===== config.mk =====
export PLATFORM = sky130hd
export DESIGN_NAME = array_doubly_linked_list
export DESIGN_NICKNAME = d
export VERILOG_FILES = /design/src/rtl/adll_pkg.sv /design/src/rtl/array_doubly_linked_list.sv /design/src/rtl/adll_ram.sv /design/src/rtl/adll_seq.sv
export SDC_FILE = /design/constraint.sdc
export NUM_CORES = 1
export LEC_CHECK = 0
export BUFFER_PORTS_ARGS = -buffer_cell sky130_fd_sc_hd__clkbuf_2
export CAP_MARGIN = 20
export CORE_MARGIN = 2
export CORE_UTILIZATION = 35
export CTS_CLUSTER_SIZE = 30
export DETAILED_ROUTE_END_ITERATION = 16
export PLACE_DENSITY = 0.51
export SLEW_MARGIN = 20
export SYNTH_ARGS = -nofsm -noshare
export SYNTH_HDL_FRONTEND = slang
export SYNTH_HIERARCHICAL = 1
export SYNTH_SLANG_ARGS = --single-unit

===== constraint.sdc =====
create_clock -name clock -period 3.8 [get_ports clock]
set_input_delay 0 -clock clock [delete_from_list [all_inputs] [get_ports clock]]
set_output_delay 0 -clock clock [all_outputs]
set_load 0.1 [all_outputs]

===== src/rtl/adll_pkg.sv =====
package adll_pkg;

   // field widths of the request and result items
   localparam int OP_W        = 4;
   localparam int SLOT_W      = 3;
   localparam int PAYLOAD_W   = 32;
   localparam int STATUS_W    = 3;
   localparam int RSP_SLOT_W  = 3;
   localparam int COUNT_W     = 4;
   localparam int REQ_TDATA_W = 40;
   localparam int RSP_TDATA_W = 48;

   localparam int SLOTS_DEFAULT      = 8;
   localparam int DATA_WIDTH_DEFAULT = 32;

   typedef enum logic [OP_W-1:0] {
      OP_ADD_FIRST = 4'd0,
      OP_ADD_AFTER = 4'd1,
      OP_ADD_LAST  = 4'd2,
      OP_DEL_FIRST = 4'd3,
      OP_DEL_AFTER = 4'd4,
      OP_DEL_LAST  = 4'd5,
      OP_DEL_ALL   = 4'd6,
      OP_COUNT     = 4'd7,
      OP_WALK_FWD  = 4'd8,
      OP_WALK_REV  = 4'd9
   } op_type;

   typedef enum logic [STATUS_W-1:0] {
      ST_OK       = 3'd0,
      ST_FULL     = 3'd1,
      ST_EMPTY    = 3'd2,
      ST_NO_SUCC  = 3'd3,
      ST_NOT_USED = 3'd4
   } status_type;

   // one result handed from the sequencer to the output register
   typedef struct packed {
      logic                  valid;
      status_type            status;
      logic [RSP_SLOT_W-1:0] slot;
      logic [COUNT_W-1:0]    count;
      logic                  last;
      logic                  walk;
   } rsp_push_type;

endpackage


===== src/rtl/array_doubly_linked_list.sv =====
// Doubly linked list in a pool of SLOTS entries, linked by slot index.
// Request channel (req_*): one transfer carries an operation code, a slot
// and a payload word. Result channel (rsp_*): each request gives one result
// with rsp_tlast set, except a walk, which gives one result per entry in list
// order with rsp_tlast on the final one.
// Requests are taken one at a time; req_tready is low while one is in work.
// Steps from request to result: count, delete all and most failed requests
// go from decode to the result; delete after reads the slot's link, ends
// there with no successor, else reads the successor's links and unlinks it;
// add first/last write the new slot, then link it in; delete first/last read
// the links, then unlink; add after reads the links, writes the new slot,
// then links it in. The link memories are each read or written once per cycle
// through one sequencer; a walk follows one link per cycle unless the receiver stalls.
// A result waits in the output register while the receiver stalls; the
// sequencer holds until that register is free again.
// Reset empties the list: a per-slot use bitmap marks all slots free, so the
// link and data memories need no clearing pass.
module array_doubly_linked_list #(
   parameter int SLOTS      = adll_pkg::SLOTS_DEFAULT,
   parameter int DATA_WIDTH = adll_pkg::DATA_WIDTH_DEFAULT
) (
   input  logic                               clock,
   input  logic                               reset,
   input  logic                               req_tvalid,
   output logic                               req_tready,
   // op [3:0], slot [6:4], payload [38:7], zero [39]
   input  logic [adll_pkg::REQ_TDATA_W-1:0]   req_tdata,
   output logic                               rsp_tvalid,
   input  logic                               rsp_tready,
   // status [2:0], entry_data [34:3], entry_slot [37:35], entry_count [41:38],
   // zero [47:42]
   output logic [adll_pkg::RSP_TDATA_W-1:0]   rsp_tdata,
   output logic                               rsp_tlast
);
   import adll_pkg::*;

   localparam int IW    = $clog2(SLOTS);
   localparam int LW    = $clog2(SLOTS + 2);
   localparam int PAD_W = RSP_TDATA_W - (STATUS_W + PAYLOAD_W + RSP_SLOT_W + COUNT_W);

   localparam int OP_LSB      = 0;
   localparam int SLOT_LSB    = OP_LSB + OP_W;
   localparam int PAYLOAD_LSB = SLOT_LSB + SLOT_W;

   rsp_push_type            push;
   logic                    rsp_free;
   logic                    rd_en;
   logic [IW-1:0]           rd_addr;
   logic [LW-1:0]           next_rd, prev_rd;
   logic [DATA_WIDTH-1:0]   data_rd;
   logic                    nx_we, pv_we, dt_we;
   logic [IW-1:0]           nx_waddr, pv_waddr, dt_waddr;
   logic [LW-1:0]           nx_wdata, pv_wdata;

   logic [DATA_WIDTH-1:0]   payload_ff;
   logic                    rsp_valid_ff;
   status_type              rsp_status_ff;
   logic [PAYLOAD_W-1:0]    rsp_data_ff;
   logic [RSP_SLOT_W-1:0]   rsp_slot_ff;
   logic [COUNT_W-1:0]      rsp_count_ff;
   logic                    rsp_last_ff;

   adll_seq #(
      .SLOTS (SLOTS)
   ) u_seq (
      .clock     (clock),
      .reset     (reset),
      .req_valid (req_tvalid),
      .req_ready (req_tready),
      .req_op    (req_tdata[SLOT_LSB-1:OP_LSB]),
      .req_slot  (req_tdata[PAYLOAD_LSB-1:SLOT_LSB]),
      .rsp_free  (rsp_free),
      .push      (push),
      .rd_en     (rd_en),
      .rd_addr   (rd_addr),
      .next_rd   (next_rd),
      .prev_rd   (prev_rd),
      .nx_we     (nx_we),
      .nx_waddr  (nx_waddr),
      .nx_wdata  (nx_wdata),
      .pv_we     (pv_we),
      .pv_waddr  (pv_waddr),
      .pv_wdata  (pv_wdata),
      .dt_we     (dt_we),
      .dt_waddr  (dt_waddr)
   );

   adll_ram #(
      .DEPTH (SLOTS),
      .WIDTH (LW)
   ) u_next_ram (
      .clock   (clock),
      .wr_en   (nx_we),
      .wr_addr (nx_waddr),
      .wr_data (nx_wdata),
      .rd_en   (rd_en),
      .rd_addr (rd_addr),
      .rd_data (next_rd)
   );

   adll_ram #(
      .DEPTH (SLOTS),
      .WIDTH (LW)
   ) u_prev_ram (
      .clock   (clock),
      .wr_en   (pv_we),
      .wr_addr (pv_waddr),
      .wr_data (pv_wdata),
      .rd_en   (rd_en),
      .rd_addr (rd_addr),
      .rd_data (prev_rd)
   );

   adll_ram #(
      .DEPTH (SLOTS),
      .WIDTH (DATA_WIDTH)
   ) u_data_ram (
      .clock   (clock),
      .wr_en   (dt_we),
      .wr_addr (dt_waddr),
      .wr_data (payload_ff),
      .rd_en   (rd_en),
      .rd_addr (rd_addr),
      .rd_data (data_rd)
   );

   // hold the payload of the request in work
   always_ff @(posedge clock) begin
      if (req_tvalid && req_tready) begin
         payload_ff <= DATA_WIDTH'(req_tdata[PAYLOAD_LSB+PAYLOAD_W-1:PAYLOAD_LSB]);
      end
   end

   assign rsp_free = !rsp_valid_ff || rsp_tready;

   always_ff @(posedge clock) begin
      if (reset) begin
         rsp_valid_ff <= 1'b0;
      end else if (push.valid) begin
         rsp_valid_ff <= 1'b1;
      end else if (rsp_tready) begin
         rsp_valid_ff <= 1'b0;
      end
      if (push.valid) begin
         rsp_status_ff <= push.status;
         rsp_data_ff   <= push.walk ? PAYLOAD_W'(data_rd) : '0;
         rsp_slot_ff   <= push.slot;
         rsp_count_ff  <= push.count;
         rsp_last_ff   <= push.last;
      end
   end

   assign rsp_tvalid = rsp_valid_ff;
   assign rsp_tlast  = rsp_last_ff;
   assign rsp_tdata  = {{PAD_W{1'b0}}, rsp_count_ff, rsp_slot_ff, rsp_data_ff, rsp_status_ff};

`ifndef ASSERT_OFF
   // the sequencer takes one request at a time
   a_busy_after_accept: assert property (@(posedge clock) disable iff (reset)
      req_tvalid && req_tready |=> !req_tready)
      else $error("request taken while the previous one is in work");

   // a result never overwrites one that has not been transferred
   a_push_into_free: assert property (@(posedge clock) disable iff (reset)
      push.valid |-> rsp_free)
      else $error("result pushed into an occupied output register");

   // a failed request ends with its single result
   a_fail_is_last: assert property (@(posedge clock) disable iff (reset)
      push.valid && push.status != ST_OK |-> push.last && !push.walk)
      else $error("error result not marked last");
`endif

endmodule


===== src/rtl/adll_ram.sv =====
module adll_ram #(
   parameter int DEPTH = adll_pkg::SLOTS_DEFAULT,
   parameter int WIDTH = adll_pkg::DATA_WIDTH_DEFAULT
) (
   input  logic                     clock,
   input  logic                     wr_en,
   input  logic [$clog2(DEPTH)-1:0] wr_addr,
   input  logic [WIDTH-1:0]         wr_data,
   input  logic                     rd_en,
   input  logic [$clog2(DEPTH)-1:0] rd_addr,
   output logic [WIDTH-1:0]         rd_data
);
   import adll_pkg::*;

   logic [WIDTH-1:0] mem_ff [DEPTH];
   logic [WIDTH-1:0] rd_data_ff;

   always_ff @(posedge clock) begin
      if (wr_en) begin
         mem_ff[wr_addr] <= wr_data;
      end
   end

   // read data holds while no read is issued
   always_ff @(posedge clock) begin
      if (rd_en) begin
         rd_data_ff <= mem_ff[rd_addr];
      end
   end

   assign rd_data = rd_data_ff;

endmodule


===== src/rtl/adll_seq.sv =====
module adll_seq #(
   parameter int SLOTS = adll_pkg::SLOTS_DEFAULT
) (
   input  logic                           clock,
   input  logic                           reset,
   input  logic                           req_valid,
   output logic                           req_ready,
   input  logic [adll_pkg::OP_W-1:0]      req_op,
   input  logic [adll_pkg::SLOT_W-1:0]    req_slot,
   input  logic                           rsp_free,
   output adll_pkg::rsp_push_type         push,
   output logic                           rd_en,
   output logic [$clog2(SLOTS)-1:0]       rd_addr,
   input  logic [$clog2(SLOTS+2)-1:0]     next_rd,
   input  logic [$clog2(SLOTS+2)-1:0]     prev_rd,
   output logic                           nx_we,
   output logic [$clog2(SLOTS)-1:0]       nx_waddr,
   output logic [$clog2(SLOTS+2)-1:0]     nx_wdata,
   output logic                           pv_we,
   output logic [$clog2(SLOTS)-1:0]       pv_waddr,
   output logic [$clog2(SLOTS+2)-1:0]     pv_wdata,
   output logic                           dt_we,
   output logic [$clog2(SLOTS)-1:0]       dt_waddr
);
   import adll_pkg::*;

   localparam int IW = $clog2(SLOTS);
   localparam int LW = $clog2(SLOTS + 2);
   localparam int CW = $clog2(SLOTS + 1);
   localparam logic [LW-1:0] END_LINK = LW'(SLOTS);

   typedef enum logic [3:0] {
      S_IDLE,
      S_DECODE,
      S_SUCC_RD,
      S_LINK_RD,
      S_ADD_WR,
      S_ADD_FIX,
      S_DEL_WR,
      S_WALK,
      S_RESP
   } state_type;

   state_type          state_ff, state_in;
   op_type             op_ff, op_in;
   logic [SLOT_W-1:0]  slot_ff, slot_in;
   logic [LW-1:0]      head_ff, head_in;
   logic [LW-1:0]      tail_ff, tail_in;
   logic [CW-1:0]      count_ff, count_in;
   logic [SLOTS-1:0]   used_ff, used_in;
   logic [IW-1:0]      lowfree_ff, lowfree_in;
   status_type         status_ff, status_in;
   logic [IW-1:0]      rslot_ff, rslot_in;
   logic [LW-1:0]      p_ff, p_in;
   logic [LW-1:0]      s_ff, s_in;
   logic [IW-1:0]      cur_ff, cur_in;

   logic               full;
   logic               slot_ok;
   logic [LW-1:0]      nx_link;
   logic               walk_end;

   // lowest free slot, registered; the bitmap settles well before the next add
   always_comb begin
      lowfree_in = '0;
      for (int i = SLOTS - 1; i >= 0; i--) begin
         if (!used_ff[i]) begin
            lowfree_in = IW'(i);
         end
      end
   end

   assign full     = (count_ff == CW'(SLOTS));
   assign slot_ok  = (32'(slot_ff) < 32'(SLOTS)) && used_ff[IW'(slot_ff)];
   assign nx_link  = (op_ff == OP_WALK_REV) ? prev_rd : next_rd;
   assign walk_end = (nx_link == END_LINK);

   always_comb begin
      state_in  = state_ff;
      op_in     = op_ff;
      slot_in   = slot_ff;
      head_in   = head_ff;
      tail_in   = tail_ff;
      count_in  = count_ff;
      used_in   = used_ff;
      status_in = status_ff;
      rslot_in  = rslot_ff;
      p_in      = p_ff;
      s_in      = s_ff;
      cur_in    = cur_ff;
      req_ready = (state_ff == S_IDLE);
      rd_en     = 1'b0;
      rd_addr   = cur_ff;
      nx_we     = 1'b0;
      nx_waddr  = lowfree_ff;
      nx_wdata  = s_ff;
      pv_we     = 1'b0;
      pv_waddr  = lowfree_ff;
      pv_wdata  = p_ff;
      dt_we     = 1'b0;
      dt_waddr  = lowfree_ff;
      push      = '0;

      unique case (state_ff)
         S_IDLE: begin
            if (req_valid) begin
               op_in    = op_type'(req_op);
               slot_in  = req_slot;
               state_in = S_DECODE;
            end
         end

         S_DECODE: begin
            rslot_in  = '0;
            status_in = ST_OK;
            state_in  = S_RESP;
            unique case (op_ff) inside
               OP_ADD_FIRST, OP_ADD_LAST: begin
                  if (full) begin
                     status_in = ST_FULL;
                  end else begin
                     state_in = S_ADD_WR;
                     if (op_ff == OP_ADD_FIRST || head_ff == END_LINK) begin
                        p_in = END_LINK;
                        s_in = head_ff;
                     end else begin
                        p_in = tail_ff;
                        s_in = END_LINK;
                     end
                  end
               end
               OP_ADD_AFTER: begin
                  if (full) begin
                     status_in = ST_FULL;
                  end else if (!slot_ok) begin
                     status_in = ST_NOT_USED;
                  end else begin
                     p_in     = LW'(slot_ff);
                     rd_en    = 1'b1;
                     rd_addr  = IW'(slot_ff);
                     state_in = S_LINK_RD;
                  end
               end
               OP_DEL_FIRST, OP_DEL_LAST: begin
                  if (head_ff == END_LINK) begin
                     status_in = ST_EMPTY;
                  end else begin
                     cur_in   = (op_ff == OP_DEL_FIRST) ? IW'(head_ff) : IW'(tail_ff);
                     rd_en    = 1'b1;
                     rd_addr  = cur_in;
                     state_in = S_LINK_RD;
                  end
               end
               OP_DEL_AFTER: begin
                  if (!slot_ok) begin
                     status_in = ST_NOT_USED;
                  end else begin
                     rd_en    = 1'b1;
                     rd_addr  = IW'(slot_ff);
                     state_in = S_SUCC_RD;
                  end
               end
               OP_DEL_ALL: begin
                  used_in  = '0;
                  head_in  = END_LINK;
                  tail_in  = END_LINK;
                  count_in = '0;
               end
               OP_WALK_FWD, OP_WALK_REV: begin
                  if (head_ff == END_LINK) begin
                     status_in = ST_EMPTY;
                  end else begin
                     cur_in   = (op_ff == OP_WALK_FWD) ? IW'(head_ff) : IW'(tail_ff);
                     rd_en    = 1'b1;
                     rd_addr  = cur_in;
                     state_in = S_WALK;
                  end
               end
               default: begin
                  // count and unused codes change nothing
               end
            endcase
         end

         S_SUCC_RD: begin
            if (next_rd == END_LINK) begin
               status_in = ST_NO_SUCC;
               state_in  = S_RESP;
            end else begin
               cur_in   = IW'(next_rd);
               rd_en    = 1'b1;
               rd_addr  = cur_in;
               state_in = S_LINK_RD;
            end
         end

         S_LINK_RD: begin
            if (op_ff == OP_ADD_AFTER) begin
               s_in     = next_rd;
               state_in = S_ADD_WR;
            end else begin
               p_in     = prev_rd;
               s_in     = next_rd;
               state_in = S_DEL_WR;
            end
         end

         S_ADD_WR: begin
            nx_we               = 1'b1;
            pv_we               = 1'b1;
            dt_we               = 1'b1;
            used_in[lowfree_ff] = 1'b1;
            count_in            = count_ff + CW'(1);
            rslot_in            = lowfree_ff;
            state_in            = S_ADD_FIX;
         end

         S_ADD_FIX: begin
            // hook the new slot into its neighbors
            if (p_ff == END_LINK) begin
               head_in = LW'(rslot_ff);
            end else begin
               nx_we    = 1'b1;
               nx_waddr = IW'(p_ff);
               nx_wdata = LW'(rslot_ff);
            end
            if (s_ff == END_LINK) begin
               tail_in = LW'(rslot_ff);
            end else begin
               pv_we    = 1'b1;
               pv_waddr = IW'(s_ff);
               pv_wdata = LW'(rslot_ff);
            end
            state_in = S_RESP;
         end

         S_DEL_WR: begin
            if (p_ff == END_LINK) begin
               head_in = s_ff;
            end else begin
               nx_we    = 1'b1;
               nx_waddr = IW'(p_ff);
               nx_wdata = s_ff;
            end
            if (s_ff == END_LINK) begin
               tail_in = p_ff;
            end else begin
               pv_we    = 1'b1;
               pv_waddr = IW'(s_ff);
               pv_wdata = p_ff;
            end
            used_in[cur_ff] = 1'b0;
            count_in        = count_ff - CW'(1);
            state_in        = S_RESP;
         end

         S_WALK: begin
            // emit one entry per cycle; hold the read data while stalled
            if (rsp_free) begin
               push.valid  = 1'b1;
               push.status = ST_OK;
               push.slot   = RSP_SLOT_W'(cur_ff);
               push.count  = COUNT_W'(count_ff);
               push.last   = walk_end;
               push.walk   = 1'b1;
               if (walk_end) begin
                  state_in = S_IDLE;
               end else begin
                  cur_in  = IW'(nx_link);
                  rd_en   = 1'b1;
                  rd_addr = cur_in;
               end
            end
         end

         S_RESP: begin
            if (rsp_free) begin
               push.valid  = 1'b1;
               push.status = status_ff;
               push.slot   = RSP_SLOT_W'(rslot_ff);
               push.count  = COUNT_W'(count_ff);
               push.last   = 1'b1;
               push.walk   = 1'b0;
               state_in    = S_IDLE;
            end
         end
      endcase
   end

   always_ff @(posedge clock) begin
      if (reset) begin
         state_ff <= S_IDLE;
         head_ff  <= END_LINK;
         tail_ff  <= END_LINK;
         count_ff <= '0;
         used_ff  <= '0;
      end else begin
         state_ff <= state_in;
         head_ff  <= head_in;
         tail_ff  <= tail_in;
         count_ff <= count_in;
         used_ff  <= used_in;
      end
      op_ff      <= op_in;
      slot_ff    <= slot_in;
      lowfree_ff <= lowfree_in;
      status_ff  <= status_in;
      rslot_ff   <= rslot_in;
      p_ff       <= p_in;
      s_ff       <= s_in;
      cur_ff     <= cur_in;
   end

endmodule

==> qor.csv <==
stage;metric;value;unit
global_route;grt_usage;15.0;%
yosys;synthCells;1093;
setup_path;start_kind;flop;
detailed_routing;vias;10509;
detailed_routing;routed_wl;44400;um
placement;gp_congestion;0.897;
power_and_ir_drop;p_per_area;592;mW/mm2
detailed_routing;drt-vias-per-instance;5.09;
global_route;overflow;0;
placement;dp_hpwl;26600;um
power_and_ir_drop;ir_drop;0.332;mV
sta;postLayoutSetupSlackWorst;0.217;ns
cts;clock_path_buffers;3;
setup_path;worstPathRequired;4.13;ns
cells_and_area;layout_commonest_cell;edfxtp_1;
placement;dp_slack;0.205;ns
detailed_routing;postRouteAntennaNets;0;
cts;cts_setup_buffers;0;
floorplan;ios;95;
yosys;mappedNetlistArea;0.0200;mm2
floorplan;num_rows;87;
cts;cts_max_level;2;
sta;fin_skew;0.0477;ns
global_route;grt_pass1_wl;66800;um
sta;setup_viol;0;
sta;min_period;3.58;ns
yosys;synth_cell_type_count;84;
setup_path;slowest_delay;0.76;ns
yosys;async_reset_ff_share;0;%
cts;cts_hold_buf;41;
sta;period_share;94.3;%
global_route;grt_max_degree;45;
cells_and_area;layout_common_cells;edfxtp_1 (459), clkbuf_2 (87), mux4_1 (56);
setup_path;critPathCaptureType;flop;
cells_and_area;fin_util;42.5;%
cts;cts_buffers;52;
setup_path;crit_chain;or4b_1 -> o21ai_4 -> o211ai_1 -> a21o_1 -> o311ai_4 -> buf_12 -> buf_4 -> mux4_1 -> mux2_2;
sta;slew_violations;0;
setup_path;worstPathArrival;3.91;ns
yosys;ys_seq_elements;487;
floorplan;initial_core_util;35.4;%
status;status;complete, no violations;
cts;clk_pin_slew;0.06;ns
setup_path;crit_path_max_fanout;19;
sta;rsz0062_at_grt;no;
detailed_routing;first_pass_iters;5;
cts;clock-root-buffer;clkbuf_16;
detailed_routing;drt_iter0_drc;880;
yosys;synth_edf_count;459;
floorplan;die_width;243;um
cells_and_area;final_layout_size_suffix_gt1_share;27.8;%
power_and_ir_drop;p_leak;8.09;nW
setup_path;critPathTopFamily;multiplexers;
floorplan;die_h;243;um
cells_and_area;nets;1310;
setup_path;cp.buffers_inverters;2;
setup_path;slowest_stage;or4b_1;
yosys;synth_ff_type;edfxtp_1;
detailed_routing;wl_per_cell;21.5;um
cts;cts.sinks;487;
hold_path;worstHoldPathType;in2reg;
global_route;antenna_found_initial;1;
yosys;synth.avg_cell_area;18.3;um2
sta;fin_tns_setup;0;ns
setup_path;crit_type;reg2reg;
sta;worstMarginPinSlew;0.880;ns
cells_and_area;syn_to_final_growth;20.0;%
yosys;yosysWarnings;6;
sta;relSlewSlack;40.8;%
sta;hold_viol;0;
floorplan;die_area;0.0591;mm2
run;maxCapViolCount;0;
detailed_routing;remaining_drc_errors;0;
floorplan;coreArea;0.0565;mm2
global_route;grt_pass1_vias;10875;
placement;numPortBuffers;87;
cts;cts_resized;0;
cts;cts_tree;done;
sta;max_clock_freq;279;MHz
yosys;ys_seq_area_share;71.7;%
cts;insertion_delay;0.62;ns
path summary, 6_finish.rpt:
path	startpoint	endpoint	slack [ns]	depth (start not counted)
setup / recovery	u_seq/op_ff[1]	u_data_ram/rd_data[20]	0.22	9
hold / removal	req_tdata[16]	payload_ff[9]	0.09	2
setup reg to reg	u_seq/op_ff[1]	u_data_ram/rd_data[20]	0.22	9
hold reg to reg	u_seq/count_ff[3]	u_seq/count_ff[3]	0.51	1
state kept, by name (all words and copies together) (netlist names), 8 cells and up:
register,count
payload_ff,32
rsp_data_ff,32
u_data_ram/mem_ff,256
u_data_ram/rd_data,32
u_next_ram/mem_ff,32
u_prev_ram/mem_ff,32
u_seq/used_ff,8
synth_stat cells, types with 12 or more instances:
| master | n | share of area [%] |
|---|---|---|
| mux4_2 | 24 | 2.7 |
| mux2i_1 | 12 | 0.60 |
| o21ai_0 | 15 | 0.38 |
| mux4_1 | 56 | 7.4 |
| nand2b_1 | 12 | 0.38 |
| mux2_2 | 48 | 2.7 |
| a21oi_1 | 21 | 0.53 |
| buf_2 | 23 | 0.58 |
| nor2_1 | 60 | 1.1 |
| nand2_1 | 47 | 0.88 |
| dfxtp_1 | 28 | 2.8 |
| edfxtp_1 | 459 | 69 |
| clkbuf_1 | 12 | 0.23 |
| and2_2 | 32 | 1.2 |
| inv_1 | 17 | 0.32 |
kinds of logic after synthesis:
| kind of cell | after synthesis | synth area share (%) |
|---|---|---|
| simple gates | 238 | 7.01 |
| buf+inv | 81 | 2.28 |
| flops | 487 | 71.7 |
| other cells | 1 | 0.0187 |
| mux | 140 | 13.4 |
| xor+xnor | 5 | 0.219 |
| fa+ha+maj | 3 | 0.225 |
| compound gates | 138 | 5.17 |
area by class of cell:
cell class	instances	area (um2)
antenna	1	2.50
clock buffer	59	1330
clock inverter	39	551
fill	4932	32500
inverter	17	63.8
multi-input combinational	530	5340
sequential	487	14300
tap	756	946
timing repair buffer	175	1420
layer usage:
| metal | share of wire, % | GRT usage, % |
|---|---|---|
| met5 | 0 | 0 |
| met4 | 2.3 | 4.91 |
| met3 | 4.7 | 2.65 |
| met2 | 49 | 25.4 |
| met1 | 44 | 19.6 |
stage by stage:
stage	area, um2	power (W)	cells	hold WS [ns]
floorplan	20000	0.00818	1098	0.0691
global placement	21700	0.00884	1924	0.176
detailed placement	21700	0.00887	1924	0.179
CTS	24000	0.0144	2063	0.0444
global route	24000	0.0148	2064	0.0659
finish	24000	0.0142	2064	0.0949
where the power goes:
part	leakage [nW]	internal (W)	total, W	switching, W
logic	2.75	0.00108	0.00232	0.00125
registers	4.43	0.00623	0.00642	0.000196
clock network	0.910	0.00329	0.00545	0.00216
total	8.09	0.0106	0.0142	0.00360
No activity file was read; power rests on OpenSTA's default activity.
